--- src/rtl/s4rp_pkg.sv ---
// shared types and codes for the socks4a request parser
// no dependencies

package s4rp_pkg;

    localparam logic [7:0] SOCKS_VERSION    = 8'd4;
    localparam logic [7:0] CMD_CONNECT      = 8'd1;
    localparam logic [7:0] CMD_BIND         = 8'd2;
    localparam logic [7:0] NAME_LIMIT_RESET = 8'd255;
    localparam logic [7:0] CHAR_NUL         = 8'h00;
    localparam logic [7:0] CHAR_DOT         = 8'h2e;
    localparam logic [7:0] CHAR_DASH        = 8'h2d;

    localparam logic OP_DATA    = 1'b0;
    localparam logic OP_RESTART = 1'b1;

    typedef enum logic [3:0] {
        PH_VERSION  = 4'd0,
        PH_COMMAND  = 4'd1,
        PH_PORT_HI  = 4'd2,
        PH_PORT_LO  = 4'd3,
        PH_IP_1     = 4'd4,
        PH_IP_2     = 4'd5,
        PH_IP_3     = 4'd6,
        PH_IP_4     = 4'd7,
        PH_USERID   = 4'd8,
        PH_HOSTNAME = 4'd9,
        PH_DONE     = 4'd10
    } t_phase;

    typedef enum logic [1:0] {
        ST_MORE   = 2'd0,
        ST_DONE   = 2'd1,
        ST_REJECT = 2'd2
    } t_status;

endpackage

--- src/rtl/socks4a_request_parser.sv ---
// socks4a request parser top level, one request byte per transaction
// depends on s4rp_pkg

// Usage:
//   input channel  : i_in_valid / o_in_ready carry i_op and i_data_byte; op restart
//                    clears the parse state and returns to the version phase
//   output channel : o_out_valid / i_out_ready carry one result per input byte:
//                    status, command, port, address and the appended name char
//   config channel : i_cfg_valid / o_cfg_ready write max_name_length from
//                    i_cfg_data; always ready, write only while idle
//   latency        : result is valid the cycle after the input is accepted
//   throughput     : one byte per cycle while not stalled, set by the single phase
//                    register update and the output register that follows it
//   stall          : the output register holds its result while i_out_ready is
//                    low; o_in_ready is high when the output register is empty
//                    or is being drained in the same cycle
//   reset          : synchronous active low; phase returns to version, all parse
//                    registers clear, limit returns to 255, output is empty

module socks4a_request_parser (
    input  logic        i_clk,
    input  logic        i_rst_n,
    input  logic        i_cfg_valid,
    output logic        o_cfg_ready,
    input  logic [7:0]  i_cfg_data,
    input  logic        i_in_valid,
    output logic        o_in_ready,
    input  logic        i_op,
    input  logic [7:0]  i_data_byte,
    output logic        o_out_valid,
    input  logic        i_out_ready,
    output logic [1:0]  o_status,
    output logic [7:0]  o_command_code,
    output logic [15:0] o_dest_port,
    output logic [31:0] o_dest_ip,
    output logic        o_name_char_valid,
    output logic [7:0]  o_name_char,
    output logic        o_name_is_hostname,
    output logic [7:0]  o_name_length
);

    s4rp_pkg::t_phase  r_phase, n_phase;
    s4rp_pkg::t_status n_status;
    logic [7:0]  r_max_len;
    logic [7:0]  r_command, n_command;
    logic [15:0] r_port, n_port;
    logic [31:0] r_addr, n_addr;
    logic [7:0]  r_uid_cnt, n_uid_cnt;
    logic [7:0]  r_host_cnt, n_host_cnt;
    logic        n_cvalid, n_is_host;
    logic [7:0]  n_cval, n_nlen;

    logic        r_out_valid;
    logic [1:0]  r_status;
    logic [7:0]  r_out_command;
    logic [15:0] r_out_port;
    logic [31:0] r_out_addr;
    logic        r_cvalid;
    logic [7:0]  r_cval;
    logic        r_is_host;
    logic [7:0]  r_nlen;

    logic in_fire;
    logic byte_ok;
    logic host_form;

    assign o_cfg_ready = 1'b1;
    assign o_in_ready  = !r_out_valid || i_out_ready;
    assign in_fire     = i_in_valid && o_in_ready;

    assign byte_ok = ((i_data_byte >= 8'h41) && (i_data_byte <= 8'h5a))
                  || ((i_data_byte >= 8'h61) && (i_data_byte <= 8'h7a))
                  || ((i_data_byte >= 8'h30) && (i_data_byte <= 8'h39))
                  || (i_data_byte == s4rp_pkg::CHAR_NUL)
                  || (i_data_byte == s4rp_pkg::CHAR_DOT)
                  || (i_data_byte == s4rp_pkg::CHAR_DASH);

    assign host_form = (r_addr[31:8] == 24'd0) && (r_addr[7:0] != 8'd0);

    // next phase and parse registers
    always_comb begin
        n_phase    = r_phase;
        n_command  = r_command;
        n_port     = r_port;
        n_addr     = r_addr;
        n_uid_cnt  = r_uid_cnt;
        n_host_cnt = r_host_cnt;
        if (i_op == s4rp_pkg::OP_RESTART) begin
            n_phase    = s4rp_pkg::PH_VERSION;
            n_command  = 8'd0;
            n_port     = 16'd0;
            n_addr     = 32'd0;
            n_uid_cnt  = 8'd0;
            n_host_cnt = 8'd0;
        end else begin
            unique case (r_phase)
                s4rp_pkg::PH_VERSION: begin
                    if (i_data_byte == s4rp_pkg::SOCKS_VERSION) n_phase = s4rp_pkg::PH_COMMAND;
                end
                s4rp_pkg::PH_COMMAND: begin
                    if ((i_data_byte == s4rp_pkg::CMD_CONNECT)
                            || (i_data_byte == s4rp_pkg::CMD_BIND)) begin
                        n_command = i_data_byte;
                        n_phase   = s4rp_pkg::PH_PORT_HI;
                    end
                end
                s4rp_pkg::PH_PORT_HI: begin
                    n_port  = {i_data_byte, 8'd0};
                    n_phase = s4rp_pkg::PH_PORT_LO;
                end
                s4rp_pkg::PH_PORT_LO: begin
                    n_port  = {r_port[15:8], i_data_byte};
                    n_phase = s4rp_pkg::PH_IP_1;
                end
                s4rp_pkg::PH_IP_1: begin
                    n_addr  = {i_data_byte, 24'd0};
                    n_phase = s4rp_pkg::PH_IP_2;
                end
                s4rp_pkg::PH_IP_2: begin
                    n_addr  = {r_addr[31:24], i_data_byte, r_addr[15:0]};
                    n_phase = s4rp_pkg::PH_IP_3;
                end
                s4rp_pkg::PH_IP_3: begin
                    n_addr  = {r_addr[31:16], i_data_byte, r_addr[7:0]};
                    n_phase = s4rp_pkg::PH_IP_4;
                end
                s4rp_pkg::PH_IP_4: begin
                    n_addr  = {r_addr[31:8], i_data_byte};
                    n_phase = s4rp_pkg::PH_USERID;
                end
                s4rp_pkg::PH_USERID: begin
                    if (byte_ok && (r_uid_cnt < r_max_len)) begin
                        if (i_data_byte == s4rp_pkg::CHAR_NUL) begin
                            n_phase = host_form ? s4rp_pkg::PH_HOSTNAME
                                                : s4rp_pkg::PH_DONE;
                        end else begin
                            n_uid_cnt = r_uid_cnt + 8'd1;
                        end
                    end
                end
                s4rp_pkg::PH_HOSTNAME: begin
                    if (byte_ok && (r_host_cnt < r_max_len)) begin
                        if (i_data_byte == s4rp_pkg::CHAR_NUL) begin
                            n_phase = s4rp_pkg::PH_DONE;
                        end else begin
                            n_host_cnt = r_host_cnt + 8'd1;
                        end
                    end
                end
                default: begin
                    n_phase = r_phase;
                end
            endcase
        end
    end

    // result fields
    always_comb begin
        n_status  = s4rp_pkg::ST_MORE;
        n_cvalid  = 1'b0;
        n_cval    = 8'd0;
        n_is_host = 1'b0;
        n_nlen    = 8'd0;
        if (i_op == s4rp_pkg::OP_DATA) begin
            unique case (r_phase)
                s4rp_pkg::PH_VERSION: begin
                    if (i_data_byte != s4rp_pkg::SOCKS_VERSION) n_status = s4rp_pkg::ST_REJECT;
                end
                s4rp_pkg::PH_COMMAND: begin
                    if ((i_data_byte != s4rp_pkg::CMD_CONNECT)
                            && (i_data_byte != s4rp_pkg::CMD_BIND)) begin
                        n_status = s4rp_pkg::ST_REJECT;
                    end
                end
                s4rp_pkg::PH_PORT_HI, s4rp_pkg::PH_PORT_LO, s4rp_pkg::PH_IP_1,
                s4rp_pkg::PH_IP_2, s4rp_pkg::PH_IP_3, s4rp_pkg::PH_IP_4: begin
                    n_status = s4rp_pkg::ST_MORE;
                end
                s4rp_pkg::PH_USERID: begin
                    n_nlen = n_uid_cnt;
                    if (!byte_ok || (r_uid_cnt >= r_max_len)) begin
                        n_status = s4rp_pkg::ST_REJECT;
                    end else if (i_data_byte == s4rp_pkg::CHAR_NUL) begin
                        if (!host_form) n_status = s4rp_pkg::ST_DONE;
                    end else begin
                        n_cvalid = 1'b1;
                        n_cval   = i_data_byte;
                    end
                end
                s4rp_pkg::PH_HOSTNAME: begin
                    n_is_host = 1'b1;
                    n_nlen    = n_host_cnt;
                    if (!byte_ok || (r_host_cnt >= r_max_len)) begin
                        n_status = s4rp_pkg::ST_REJECT;
                    end else if (i_data_byte == s4rp_pkg::CHAR_NUL) begin
                        n_status = s4rp_pkg::ST_DONE;
                    end else begin
                        n_cvalid = 1'b1;
                        n_cval   = i_data_byte;
                    end
                end
                default: begin
                    n_status = s4rp_pkg::ST_REJECT;
                end
            endcase
        end
    end

    always_ff @(posedge i_clk) begin
        if (!i_rst_n) begin
            r_max_len   <= s4rp_pkg::NAME_LIMIT_RESET;
            r_phase     <= s4rp_pkg::PH_VERSION;
            r_command   <= 8'd0;
            r_port      <= 16'd0;
            r_addr      <= 32'd0;
            r_uid_cnt   <= 8'd0;
            r_host_cnt  <= 8'd0;
            r_out_valid <= 1'b0;
        end else begin
            if (i_cfg_valid) r_max_len <= i_cfg_data;
            if (in_fire) begin
                r_phase    <= n_phase;
                r_command  <= n_command;
                r_port     <= n_port;
                r_addr     <= n_addr;
                r_uid_cnt  <= n_uid_cnt;
                r_host_cnt <= n_host_cnt;
            end
            if (o_in_ready) r_out_valid <= i_in_valid;
        end
    end

    // result register, payload only
    always_ff @(posedge i_clk) begin
        if (in_fire) begin
            r_status      <= n_status;
            r_out_command <= n_command;
            r_out_port    <= n_port;
            r_out_addr    <= n_addr;
            r_cvalid      <= n_cvalid;
            r_cval        <= n_cval;
            r_is_host     <= n_is_host;
            r_nlen        <= n_nlen;
        end
    end

    assign o_out_valid        = r_out_valid;
    assign o_status           = r_status;
    assign o_command_code     = r_out_command;
    assign o_dest_port        = r_out_port;
    assign o_dest_ip          = r_out_addr;
    assign o_name_char_valid  = r_cvalid;
    assign o_name_char        = r_cval;
    assign o_name_is_hostname = r_is_host;
    assign o_name_length      = r_nlen;

endmodule

--- config.mk ---
export PLATFORM = sky130hd
export DESIGN_NAME = socks4a_request_parser
export DESIGN_NICKNAME = d
export VERILOG_FILES = /design/src/rtl/s4rp_pkg.sv /design/src/rtl/socks4a_request_parser.sv
export SDC_FILE = /design/constraint.sdc
export NUM_CORES = 1
export LEC_CHECK = 0
export ABC_AREA = 1
export ABC_CLOCK_PERIOD_IN_PS = 4200
export BUFFER_PORTS_ARGS = -buffer_cell sky130_fd_sc_hd__buf_2
export CAP_MARGIN = 30
export CORE_ASPECT_RATIO = 0.6
export CORE_UTILIZATION = 52
export DETAILED_ROUTE_END_ITERATION = 10
export GPL_ROUTABILITY_DRIVEN = 0
export GPL_TIMING_DRIVEN = 0
export HOLD_SLACK_MARGIN = 0.02
export PLACE_DENSITY = 0.76
export SYNTH_ARGS = -nofsm -noshare
export SYNTH_HDL_FRONTEND = slang
export SYNTH_SLANG_ARGS = --single-unit
--- constraint.sdc ---
create_clock -name i_clk -period 4.2 [get_ports i_clk]
set_clock_uncertainty 0.2 [all_clocks]
set_input_delay 1.26 -clock i_clk [delete_from_list [all_inputs] [get_ports i_clk]]
set_output_delay 1.26 -clock i_clk [all_outputs]
set_load 0.01 [all_outputs]
======== After elaboration in Yosys (flattened, before gate mapping) ========
Cells that the tools add are included.
storage, ports and cells
  register bits ........................... 161
  input bits .............................. 22
  output and inout bits ................... 79
  word-level logic and storage cells ...... 119
cells by class
  add/sub/neg operators ................... 2
  $lt $le $gt $ge ......................... 10
  equality and inequality tests ........... 23
  multiplexer cells ....................... 42
  reduce and logical (&&, ||, !) cells .... 26
operators with widths
  cell                 count
  $pmux 32 s4          1
  $mux 8               14
  $pmux 4 s10          1
  $mux 32              1
  $pmux 16 s2          1
  $pmux 8 s2           2
  $mux 4               7
  $logic_not 24->1     1
  $ne 3x3->1 const B   6
  $add 8x1->8 const B  2
  $eq 4x3->1 const B   4
  $eq 8x6->1 const B   2
  $ge 8x7->1 const B   2
  $ge 8x8->1           2
  $le 8x7->1 const B   2
  $lt 8x8->1           2
  $mux 16              1
  $reduce_bool 11->1   1
  $mux 2               5
  $pmux 2 s5           1
  $logic_or 1x1->1     9
  $eq 4x2->1 const B   2
  $eq 4x4->1 const B   2
  $eq 8x1->1 const B   1
  17 further kinds     31

======== Longest topological paths before layout ========
Gate-level depths: netlist of run 1.
  word-level depth ........................ 12
  gate-level depth with buffers ........... 16

======== Worst setup path after synthesis of run 1 ========
No wires, ideal clock.
  path type ............................... input -> register
  start point ............................. input i_out_ready
  end point ............................... register r_out_command[0] (netlist: o_command_code[0]), enable pin
  setup time .............................. 0.470 ns
  arrival ................................. 4.028 ns
  data required time ...................... 3.530 ns
  slack ................................... -0.498 ns
  stages on the path ...................... 5
  path buffers ............................ 1
  cell sequence ........................... inv_1 > nand2_1 > nand2_1 > clkinv_1 > clkbuf_1
on the way
  cells in the longest elaborated chain, start to end .. 2
ends and longest elaborated chain
  element                 line                           text
  start: declaration      socks4a_request_parser.sv:31   input logic i_out_ready,
  $logic_or 1x1->1        socks4a_request_parser.sv:68   assign o_in_ready = !r_out_valid || i_out_ready;
  net o_in_ready          socks4a_request_parser.sv:27   output logic o_in_ready,
  $logic_and 1x1->1       socks4a_request_parser.sv:69   assign in_fire = i_in_valid && o_in_ready;
  net in_fire             socks4a_request_parser.sv:63   logic in_fire;
  end signal: assignment  socks4a_request_parser.sv:237  r_out_command <= n_command;
  end: declaration        socks4a_request_parser.sv:55   logic [7:0] r_out_command;
The timed path passes the listed nets, and every way through them passes these cells.
A chain may end at the register's enable or synchronous reset.

======== Worst setup path in the final report of run 1 ========
  start point ............................. input i_data_byte[0]
  end point ............................... register r_nlen[0] (netlist: o_name_length[0]) (data pin)
on the way
  cells in the longest elaborated chain, start to end .. 12
  elaborated cells on any way between the ends .. 28
  classes of those cells .................. order compare: 6; eq/ne: 2; mux: 9; reduce/logical: 11
ends and longest elaborated chain
  element                                      line                                                          text
  start: declaration                           socks4a_request_parser.sv:29                                  input logic [7:0] i_data_byte,
  $ge 8x7->1, or another cell as far along     socks4a_request_parser.sv:71                                  assign byte_ok = ((i_data_byte >= 8'h41) && (i_data_byte <= 8'h5a))
  $logic_and 1x1->1, on equally long branches  socks4a_request_parser.sv:71, socks4a_request_parser.sv:72
  $logic_or 1x1->1                             socks4a_request_parser.sv:72                                  || ((i_data_byte >= 8'h61) && (i_data_byte <= 8'h7a))
  $logic_or 1x1->1                             socks4a_request_parser.sv:73                                  || ((i_data_byte >= 8'h30) && (i_data_byte <= 8'h39))
  $logic_or 1x1->1                             socks4a_request_parser.sv:74                                  || (i_data_byte == s4rp_pkg::CHAR_NUL)
  $logic_or 1x1->1                             socks4a_request_parser.sv:75                                  || (i_data_byte == s4rp_pkg::CHAR_DOT)
  $logic_or 1x1->1                             socks4a_request_parser.sv:76                                  || (i_data_byte == s4rp_pkg::CHAR_DASH);
  $logic_and 1x1->1, on equally long branches  socks4a_request_parser.sv:142, socks4a_request_parser.sv:132
  $mux 8, on equally long branches             socks4a_request_parser.sv:142, socks4a_request_parser.sv:132
  $mux 8                                       socks4a_request_parser.sv:96                                  unique case (r_phase)
  $mux 8                                       socks4a_request_parser.sv:88                                  if (i_op == s4rp_pkg::OP_RESTART) begin
  $pmux 8 s2 (*)                               socks4a_request_parser.sv:165                                 unique case (r_phase)
  end signal: assignment                       socks4a_request_parser.sv:243                                 r_nlen <= n_nlen;
  end: declaration                             socks4a_request_parser.sv:61                                  logic [7:0] r_nlen;
Mark *: on every way between the ends. The rest lies on a longest branch, timed or not.

==> results of run 1 <==
## logic make-up after synthesis
| logic type | count (synthesis) |
|---|---|
| flip-flops | 161 |
| AND/OR/NAND/NOR | 356 |
| AO/OA/AOI/OAI | 226 |
| other | 2 |
| buffers and inverters | 171 |
| adder cells (fa/ha/maj) | 18 |
## report_power, final
group	switching [uW]	internal (uW)
clock	688	897
combinational	318	146
sequential	49.6	1750
total	1060	2790
## worst register-to-register path, stage by stage, from the launching register on
cell	delay [ns]
dfxtp_1	0.46
ha_1	0.30
a21oi_1	0.12
o21ai_0	0.14
a21oi_1	0.43
nand2_4	0.17
nor2_4	0.20
inv_2	0.05
nand2_1	0.06
nand3_1	0.11
o21ai_1	0.31
## cell type report
| cell class | count | area, um^2 |
|---|---|---|
| fill | 1242 | 5438 |
| sequential | 161 | 3984 |
| multi-input combinational | 602 | 3049 |
| inverter | 127 | 479.2 |
| timing repair buffer | 91 | 470.5 |
| clock buffer | 18 | 429.2 |
| tap | 198 | 247.7 |
| buffer | 44 | 200.2 |
| clock inverter | 14 | 166.4 |
## sequential cells by signal, summed over array words and instances (netlist names)
name / count
r_uid_cnt: 8
o_dest_port: 16
r_port: 16
o_dest_ip: 32
o_name_char: 8
o_command_code: 8
r_host_cnt: 8
r_command: 8
o_name_is_hostname: 1
o_name_length: 8
o_name_char_valid: 1
r_max_len: 8
o_status: 2
r_addr: 32
r_phase: 4
o_out_valid: 1
## metal layers
layer	global-route usage, %	vias up	part of all wire, %	wire [um]
li1	-	3351	-	-
met1	40.98	3207	46	9517
met2	38.27	415	40	8308
met3	7.885	38	12	2588
met4	8.894	0	1.6	323
met5	0	-	0	0
## path summary, 6_finish.rpt
kind / startpoint / endpoint / slack [ns]
worst max register to register: r_uid_cnt[3] / o_name_length[0] / 1.46
worst max-delay path: i_data_byte[0] / o_name_length[0] / 1.12
worst min-delay path: r_command[4] / r_command[4] / 0.27
worst min register to register: r_command[4] / r_command[4] / 0.27
## per-stage QoR
| step | setup slack [ns] | utilization, % | instances |
|---|---|---|---|
| floorplan | 0.7242 | - | 934 |
| global placement | -0.03348 | 58.13 | 1222 |
| detailed placement | 0.7542 | 58.29 | 1223 |
| CTS | 1.126 | 62.40 | 1255 |
| global route | 0.9735 | 62.40 | 1255 |
| finish | 1.116 | 62.40 | 1255 |
## Yosys cell counts, types with 3 or more instances
cell and number:
inv_1 114, ha_1 18, o32ai_1 8, buf_1 4, buf_2 7, o21ai_0 108
nor2_2 6, nand2_1 137, nor3_1 4, or2_2 3, inv_2 11, nand2_2 4
nand2_4 4, dfxtp_1 85, o21ai_1 4, o211ai_1 10, edfxtp_1 76, nor2_1 112
nand3_1 52, nand4_1 21, clkbuf_1 29, nor2_4 6, a21oi_1 92
==> impl_results.md, run 1 <==
- Status: finished clean
- Critical Path End Type: flop
- Clock slew at reported path FFs: around 0.070 ns
- FP Rows: 34
- Tcrit/Tclk final: between 70% and 80%
- CP max stage cell: buf_2
- Setup bufs post-CTS: 0
- CP Data Arrival Time: roughly 3.1 ns
- Slew @ Worst Pin: 0.7552 ns
- Leakage: between 0.003 and 0.004 uW
- Synth area leader: edfxtp_1
- Synth Register Bits: 161
- Peak VDD IR: between 0.2 and 0.3 mV
- Top cell type's share of synthesized area: just under 30%
- Largest family of logic cells by synthesized area: simple AND/OR/NAND/NOR gates
- Mux cell area share after synthesis: 0%
- Gate Count Post-Synth: about 930
- Synth Area in Compound Gates: between 15 and 20%
- First-pass GRT wire length: roughly 32000 um
- Max_slew headroom: 49.65%
- Routed wire length: 20740 um
- Most numerous cell on the critical path: nand2_1
- Die span in y: 96.31 um
- RSZ-0062 raised after global routing: false
- Fin. max-slew vios: 0
- Deepest clock path buffer count: 2
- Num Clock Sinks: 161
- Initial Util: a little over half
- Initial antenna violation count: 0
- Crit-path max FO: 9
- Final net count: around 1.1k
- Number of global-route vias before repair: approximately 6.1k
- Clock H-tree levels: 4
- Antenna diodes: 0
- Core Region: 14460 um^2
- Final hold violations: 0
- Register area share after synthesis: roughly half
- Synth Cell Area: ~7700 um^2
- Routed via count: around 7.0k
- XOR/XNOR share of the synthesized area: 0%
- GRT Resource Usage Total: 27.66%
- Setup TNS: 0 ns
- Total power: between 3000 and 4000 uW
- Die Area: 15330 um^2
- Share of layout cells above drive strength 1: between 10% and 20%
- Design area: roughly 9000 um^2
- Worst reg-to-reg path cell count: 10
- Worst-Skew Late Latency: around 0.43 ns
- Setup crit start kind: primary input
- Most common cell after layout, fill and taps aside: nand2_1
- Final setup viols: 0
- DRT antenna net count: 0
- Yosys Warn Count: 0
- Most frequent cells in the layout: nand2_1 (137), inv_1 (114), nor2_1 (112)
- Top delay family on crit path: simple AND/OR/NAND/NOR gates
- Post-cts resize count: 0
- Port Buf Inserts: 90
- Max-cap violations: 0
- Synth Area in Adders: between 2 and 3%
- Drt first pass iters: 6
- CP Depth: 13
- Area Growth Syn to Fin: 17.09%
- Congestion Overflow GR: 0
- Min Tclk post-route: between 3 and 4 ns
- Synth area leaders: edfxtp_1 (30%), dfxtp_1 (22%), o21ai_0 (7.0%)
- EDFF count, synth: between 70 and 80
- Pin count of the biggest net entering global routing: 47
- Dpl hpwl: between 10000 and 15000 um
- Class of the worst hold path: flop to flop
- Placed cell area: between 8000 and 9000 um^2
- Ys flop type: dfxtp_1
- Die X: 159.2 um
- Worst Path Required: 4.23 ns
- Fraction of the mapped netlist area in simple logic gates: roughly a fifth
- CTS root buf: clkbuf_16
- TritonCTS clock tree: done
- Hold_ws: 0.2656 ns
- Total CTS buffers: 17
- Syn_area_per_cell: around 8.3 um^2
- Ys async rst share: 0%
- I/O pin count: 101
- Worst Hold Depth: 2
- CP peak stage delay: 0.31 ns
- Hold-fix buffers, CTS: 0
- Crit Path Class: primary input to flop
- Syn Nets: 974
- CP cell instances: buf_2 -> nor2_1 -> nand2_2 -> inv_1 -> a21oi_1 -> nand2_1 -> nand3_4 -> nand2_4 -> nor2_4 -> inv_2 -> nand2_1 -> nand3_1 -> o21ai_1
- Routed len/inst: 16.52 um
- PwrDens: approximately 430 nW/um^2
- Distinct cells, synth: 36
- Initial DRC count: 899
- Bufs and invs on worst path: 3
- Number of remaining DRC errors: 0
- FMAX: about 320 MHz
- Via density: 5.586
No activity file was read; power rests on OpenSTA's default activity.
==> run 2, diff against run 1 <==
--- a/config.mk
+++ b/config.mk
@@ -6,7 +6,7 @@
 export NUM_CORES = 1
 export LEC_CHECK = 0
 export ABC_AREA = 1
-export ABC_CLOCK_PERIOD_IN_PS = 4200
+export ABC_CLOCK_PERIOD_IN_PS = 2560
 export BUFFER_PORTS_ARGS = -buffer_cell sky130_fd_sc_hd__buf_2
 export CAP_MARGIN = 30
 export CORE_ASPECT_RATIO = 0.6
==> constraint.sdc (replaced) <==
create_clock -name i_clk -period 2.56 [get_ports i_clk]
set_clock_uncertainty 0.2 [all_clocks]
set_input_delay 0.768 -clock i_clk [delete_from_list [all_inputs] [get_ports i_clk]]
set_output_delay 0.768 -clock i_clk [all_outputs]
set_load 0.01 [all_outputs]
==> impl_results.md, run 2 (synthesized netlist as in run 1, its figures left out) <==
- Hold_ws: 0.2675 ns (+0.001915 ns)
- First-pass GRT wire length: 32500 um (+0.47%)
- Initial DRC count: 767 (-15%)
- Die X: 159.2 um (unchanged)
- I/O pin count: 101 (unchanged)
- Share of layout cells above drive strength 1: 17.83% (+1.2 points)
- Total CTS buffers: 17 (unchanged)
- Crit Path Class: primary input to flop
- Hold endpoint: r_command[5]
- Crit-path max FO: 10 (+1)
- Final hold violations: 0 (unchanged)
- Routed len/inst: 16.44 um (-0.48%)
- Hold-fix buffers, CTS: 0 (unchanged)
- Number of remaining DRC errors: 0 (unchanged)
- Worst setup margin: 0.1118 ns (-1.005 ns)
- Deepest clock path buffer count: 2 (unchanged)
- CTS root buf: clkbuf_16
- Num Clock Sinks: 161 (unchanged)
- Worst Path Required: 2.52 ns (-1.71 ns)
- Clock slew at reported path FFs: 0.06 ns (about the same)
- Min-delay src: r_command[5]
- Routed wire length: 20690 um (-0.24%)
- Setup crit start kind: primary input
- Psw: 1703 uW (+61%)
- Final net count: 1087 (+0.28%)
- Max-cap violations: 0 (unchanged)
- Die Area: 15330 um^2 (unchanged)
- Initial antenna violation count: 0 (unchanged)
- Critical Path End Type: flop
- Max_slew headroom: 50.93% (+1.3 points)
- PwrDens: 681.1 nW/um^2 (+60%)
- Core Region: 14460 um^2 (unchanged)
- Die span in y: 96.31 um (unchanged)
- Antenna diodes: 0 (unchanged)
- Min Tclk post-route: around 2.4 ns
- Fin. max-slew vios: 0 (unchanged)
- Port Buf Inserts: 90 (unchanged)
- Internal power: 4468 uW (+60%)
- Peak VDD IR: 0.3227 mV (+13%)
- RSZ-0062 raised after global routing: false
- FMAX: about 410 MHz
- FP Rows: 34 (unchanged)
- Tcrit/Tclk final: 95.63%
- Clk pwr share: 39.7% (-1.5 points)
- CP Data Arrival Time: 2.41 ns (-0.71 ns)
- Number of global-route vias before repair: 6171 (+1.6%)
- TritonCTS clock tree: done
- R2R Path End: o_name_length[4]
- Congestion Overflow GR: 0 (unchanged)
- Drt first pass iters: 5 (-1)
- Worst R2R Start: r_max_len[1]
- Slew @ Worst Pin: 0.7360 ns (-0.01916 ns)
- R2R Setup Slk: 0.12 ns (-1.34 ns)
- Leakage: 0.003978 uW (about the same)
- Seq pwr share: 47.8% (+1.1 points)
- Place WS: -0.3796 ns (-1.134 ns)
- Most frequent cells in the layout: nand2_1 (136), inv_1 (113), nor2_1 (111)
- DRT antenna net count: 0 (unchanged)
- Area Growth Syn to Fin: 17.53%
- Most common cell after layout, fill and taps aside: nand2_1
- Switching share of power: 27.59% (+0.12 points)
- Worst Hold Depth: 2 (unchanged)
- Logic gate share of total power: 12.6% (+0.5 points)
- Via density: 5.583 (about the same)
- Status: finished clean
- Worst-Skew Late Latency: 0.43 ns (about the same)
- Worst reg-to-reg path cell count: 12 (+2)
- GRT Resource Usage Total: 27.81% (+0.16 points)
- Pin count of the biggest net entering global routing: 46 (-2.1%)
- Clock H-tree levels: 4 (unchanged)
- Fillcell total: 1249 (+0.56%)
- Routed via count: 7024 (+0.19%)
- Dpl hpwl: 14470 um (-0.33%)
- Class of the worst hold path: flop to flop
- Final setup viols: 0 (unchanged)
- Initial Util: 53.30% (unchanged)
## run 2: cell count changes in the layout (fill, tap and decap cells not counted), sizes merged
cell,change
buf,+2
clkbuf,+1
clkinv,+1
clkinvlp,+2
bufinv,-1
inv,-2
## run 2: final cells by class
| class | instances | area, um^2 | share of cell area, % |
|---|---|---|---|
| clock buffer | 18 | 429.2 | 4.737 |
| timing repair buffer | 94 | 493.0 | 5.441 |
| buffer | 44 | 212.7 | 2.348 |
| sequential | 161 | 3985 | 43.99 |
| tap | 198 | 247.7 | 2.734 |
| multi-input combinational | 602 | 3083 | 34.03 |
| clock inverter | 14 | 130.1 | 1.436 |
| inverter | 127 | 479.2 | 5.289 |
## run 2: layer usage
layer	up-vias	wire [um]	global-route usage (%)
met5	-	0	0
met4	0	350	9.135
met3	32	2323	6.764
met2	408	8450	40.20
met1	3225	9563	40.63
li1	3359	-	-
## run 2: worst max path at each step
stage,from,to,slack [ns]
4_1_cts,r_max_len[1],o_name_length[4],0.03
3_5_place_dp,i_out_ready,o_name_char[7],-0.38
6_report,i_data_byte[5],o_name_length[3],0.11
5_1_grt,r_max_len[1],o_name_length[4],0.01
2_1_floorplan,i_out_ready,o_command_code[0],0.02
3_3_place_gp,i_out_ready,o_dest_ip[10],-0.50
## run 2: worst max-delay path: stages
cell and delay, ns:
buf_2 0.24, inv_1 0.12, nand2_1 0.10, nor2_1 0.05
a21oi_1 0.14, nand2_1 0.10, nand3_4 0.17, nand2_4 0.12
nor2_4 0.20, nand3_2 0.09, nand4_1 0.16, o21ai_1 0.13
## run 2: timing repair
item                                   in CTS  in global routing
pin swaps                                   0                  5
gates cloned                                0                  0
endpoints found under the hold margin       0                  0
setup buffers                               0                  3
setup endpoints to repair                   6                 71
gates resized for setup                     1                 19
## run 2: power groups by stage
stage	combinational, uW	clock [uW]	sequential, uW
after floorplan	455	0	3030
after global placement	719	0	3000
after detailed placement	737	0	3000
after CTS	747	2470	2940
after global routing	862	2560	2960
final	775	2450	2950
## run 2: per-stage QoR
stage | TNS [ns] | util, % | std cells | power (uW) | cell area (um^2)
4_1_cts | 0 | 62.18 | 1255 | 6157 | 8994
3_3_place_gp | -48.92 | 58.15 | 1222 | 3717 | 8411
3_5_place_dp | -32.28 | 58.29 | 1223 | 3734 | 8431
5_1_grt | 0 | 62.64 | 1258 | 6385 | 9060
6_report | 0 | 62.64 | 1258 | 6171 | 9060
2_1_floorplan | 0 | - | 934 | 3482 | 7712
==> run 3, diff against run 2 <==
--- a/config.mk
+++ b/config.mk
@@ -13,8 +13,9 @@
 export CORE_UTILIZATION = 52
 export DETAILED_ROUTE_END_ITERATION = 10
 export GPL_ROUTABILITY_DRIVEN = 0
-export GPL_TIMING_DRIVEN = 0
+export GPL_TIMING_DRIVEN = 1
 export HOLD_SLACK_MARGIN = 0.02
+export MAX_ROUTING_LAYER = met4
 export PLACE_DENSITY = 0.76
 export SYNTH_ARGS = -nofsm -noshare
 export SYNTH_HDL_FRONTEND = slang
==> impl_results.md, run 3 (synthesized netlist as in run 1, its figures left out) <==
- Class of the worst hold path: flop to flop
- Hold_ws: 0.2673 ns (-0.0002210 ns)
- Logic gate share of total power: 12.8% (+0.2 points)
- Peak VDD IR: 0.5438 mV (+68%)
- Min Tclk post-route: 2.387 ns (-0.06082 ns)
- Total power: 6230 uW (+0.96%)
- Clk pwr share: 39.9% (+0.2 points)
- CP max stage cell: ha_1
- Final setup viols: 0 (unchanged)
- I/O pin count: 101 (unchanged)
- Status: finished clean
- CTS root buf: clkbuf_16
- Die span in y: 96.31 um (unchanged)
- First-pass GRT wire length: 31940 um (-1.7%)
- Via density: 5.447 (-2.4%)
- Core Region: 14460 um^2 (unchanged)
- FP Rows: 34 (unchanged)
- Deepest clock path buffer count: 2 (unchanged)
- Worst-Skew Late Latency: 0.42 ns (about the same)
- Initial antenna violation count: 1 (+1)
- GRT Resource Usage Total: 27.76% (-0.055 points)
- Hold-fix buffers, CTS: 0 (unchanged)
- Share of layout cells above drive strength 1: 21.59% (+3.8 points)
- Tcrit/Tclk final: 93.26% (-2.4 points)
- Pin count of the biggest net entering global routing: 68 (+48%)
- Crit-path max FO: 7 (-3)
- Top delay family on crit path: compound AO/OA/AOI/OAI gates
- Routed wire length: 19870 um (-3.9%)
- Number of global-route vias before repair: 6104 (-1.1%)
- Clock H-tree levels: 4 (unchanged)
- Routed via count: 6961 (-0.90%)
- Leakage: 0.004206 uW (+5.7%)
- CP Data Arrival Time: 2.35 ns (-0.06 ns)
- CP Depth: 11 (-1)
- Crit Path Class: flop to flop
- Port Buf Inserts: 99 (+10%)
- Initial Util: 53.30% (unchanged)
- Initial DRC count: 787 (+2.6%)
- Setup bufs post-CTS: 0 (unchanged)
- Worst Path Required: 2.52 ns (about the same)
- Max_slew headroom: 62.98% (+12 points)
- CP cell instances: inv_1 -> ha_1 -> a21oi_1 -> o21ai_0 -> a21oi_2 -> nand2_4 -> nor2_1 -> buf_4 -> nand3_1 -> nand3_1 -> o21ai_0
- Setup crit start kind: flop
- DRT antenna net count: 0 (unchanged)
- Die Area: 15330 um^2 (unchanged)
- Most common cell after layout, fill and taps aside: nand2_1
- Final net count: 1106 (+1.7%)
- FMAX: 418.9 MHz (+2.5%)
- Psw: 1695 uW (-0.45%)
- Number of remaining DRC errors: 0 (unchanged)
- Die X: 159.2 um (unchanged)
- PwrDens: 667.3 nW/um^2 (-2.0%)
- Congestion Overflow GR: 0 (unchanged)
- RSZ-0062 raised after global routing: false
- Final hold violations: 0 (unchanged)
- Utilization after layout: 64.55% (+1.9 points)
- Routed len/inst: 15.55 um (-5.5%)
- Post-cts resize count: 0 (-1)
- Clock slew at reported path FFs: 0.07 ns (about the same)
- Total CTS buffers: 17 (unchanged)
- Area Growth Syn to Fin: 21.12%
- Critical Path End Type: flop
- Bufs and invs on worst path: 2 (unchanged)
- Worst reg-to-reg path cell count: 11 (-1)
- Worst Hold Depth: 2 (unchanged)
- Setup TNS: 0 ns (unchanged)
- TritonCTS clock tree: done
- Num Clock Sinks: 161 (unchanged)
- Drt first pass iters: 6 (+1)
- Seq pwr share: 47.3% (-0.5 points)
- Most frequent cells in the layout: nand2_1 (137), inv_1 (114), nor2_1 (111)
- Slew @ Worst Pin: 0.5533 ns (-0.1828 ns)
- Switching share of power: 27.20% (-0.39 points)
- Max-cap violations: 0 (unchanged)
- Fin. max-slew vios: 0 (unchanged)
- Dpl hpwl: 13900 um (-3.9%)
- CP peak stage delay: 0.32 ns (+0.08 ns)
- Internal power: 4535 uW (+1.5%)
-- run 3: final cells by class --
cell class / count / area, um^2
sequential: 161 / 3984
fill: 1189 / 5127
timing repair buffer: 157 / 993.5
antenna: 1 / 2.502
inverter: 127 / 481.7
tap: 198 / 247.7
multi-input combinational: 602 / 3055
clock inverter: 13 / 128.9
clock buffer: 19 / 442.9
-- run 3: power by group through the flow --
stage	clock [uW]	combinational (uW)	sequential [uW]
after global routing	2610	890	2960
after floorplan	0	455	3030
after global placement	0	762	2990
final	2490	797	2940
after CTS	2500	784	2940
after detailed placement	0	778	3000
-- run 3: final timing paths --
path | from | to | slack [ns]
hold reg to reg | r_command[5] | r_command[5] | 0.27
setup reg to reg | r_max_len[1] | o_name_length[4] | 0.17
setup / recovery | r_max_len[1] | o_name_length[4] | 0.17
hold / removal | r_command[5] | r_command[5] | 0.27
-- run 3: tightest hold or removal path, stage by stage (launching register included) --
cell,delay (ns)
dfxtp_1,0.31
nand2_1,0.06
a21oi_1,0.05
-- run 3: metrics by stage --
stage          worst slack [ns]  instance area (um^2)  std cells
3_3_place_gp           -0.07358                  8756       1245
3_5_place_dp            -0.1431                  8756       1245
5_1_grt                 0.01762                  9336       1278
2_1_floorplan           0.02415                  7712        934
4_1_cts                  0.1005                  9328       1277
6_report                 0.1726                  9336       1278
-- run 3: metal layers --
layer	part of all wire [%]	vias to the layer above	GRT usage [%]
met4	1.1	0	7.051
met1	48	3167	41.79
li1	-	3389	-
met2	40	375	37.46
met3	11	30	5.343
met5	0	-	-
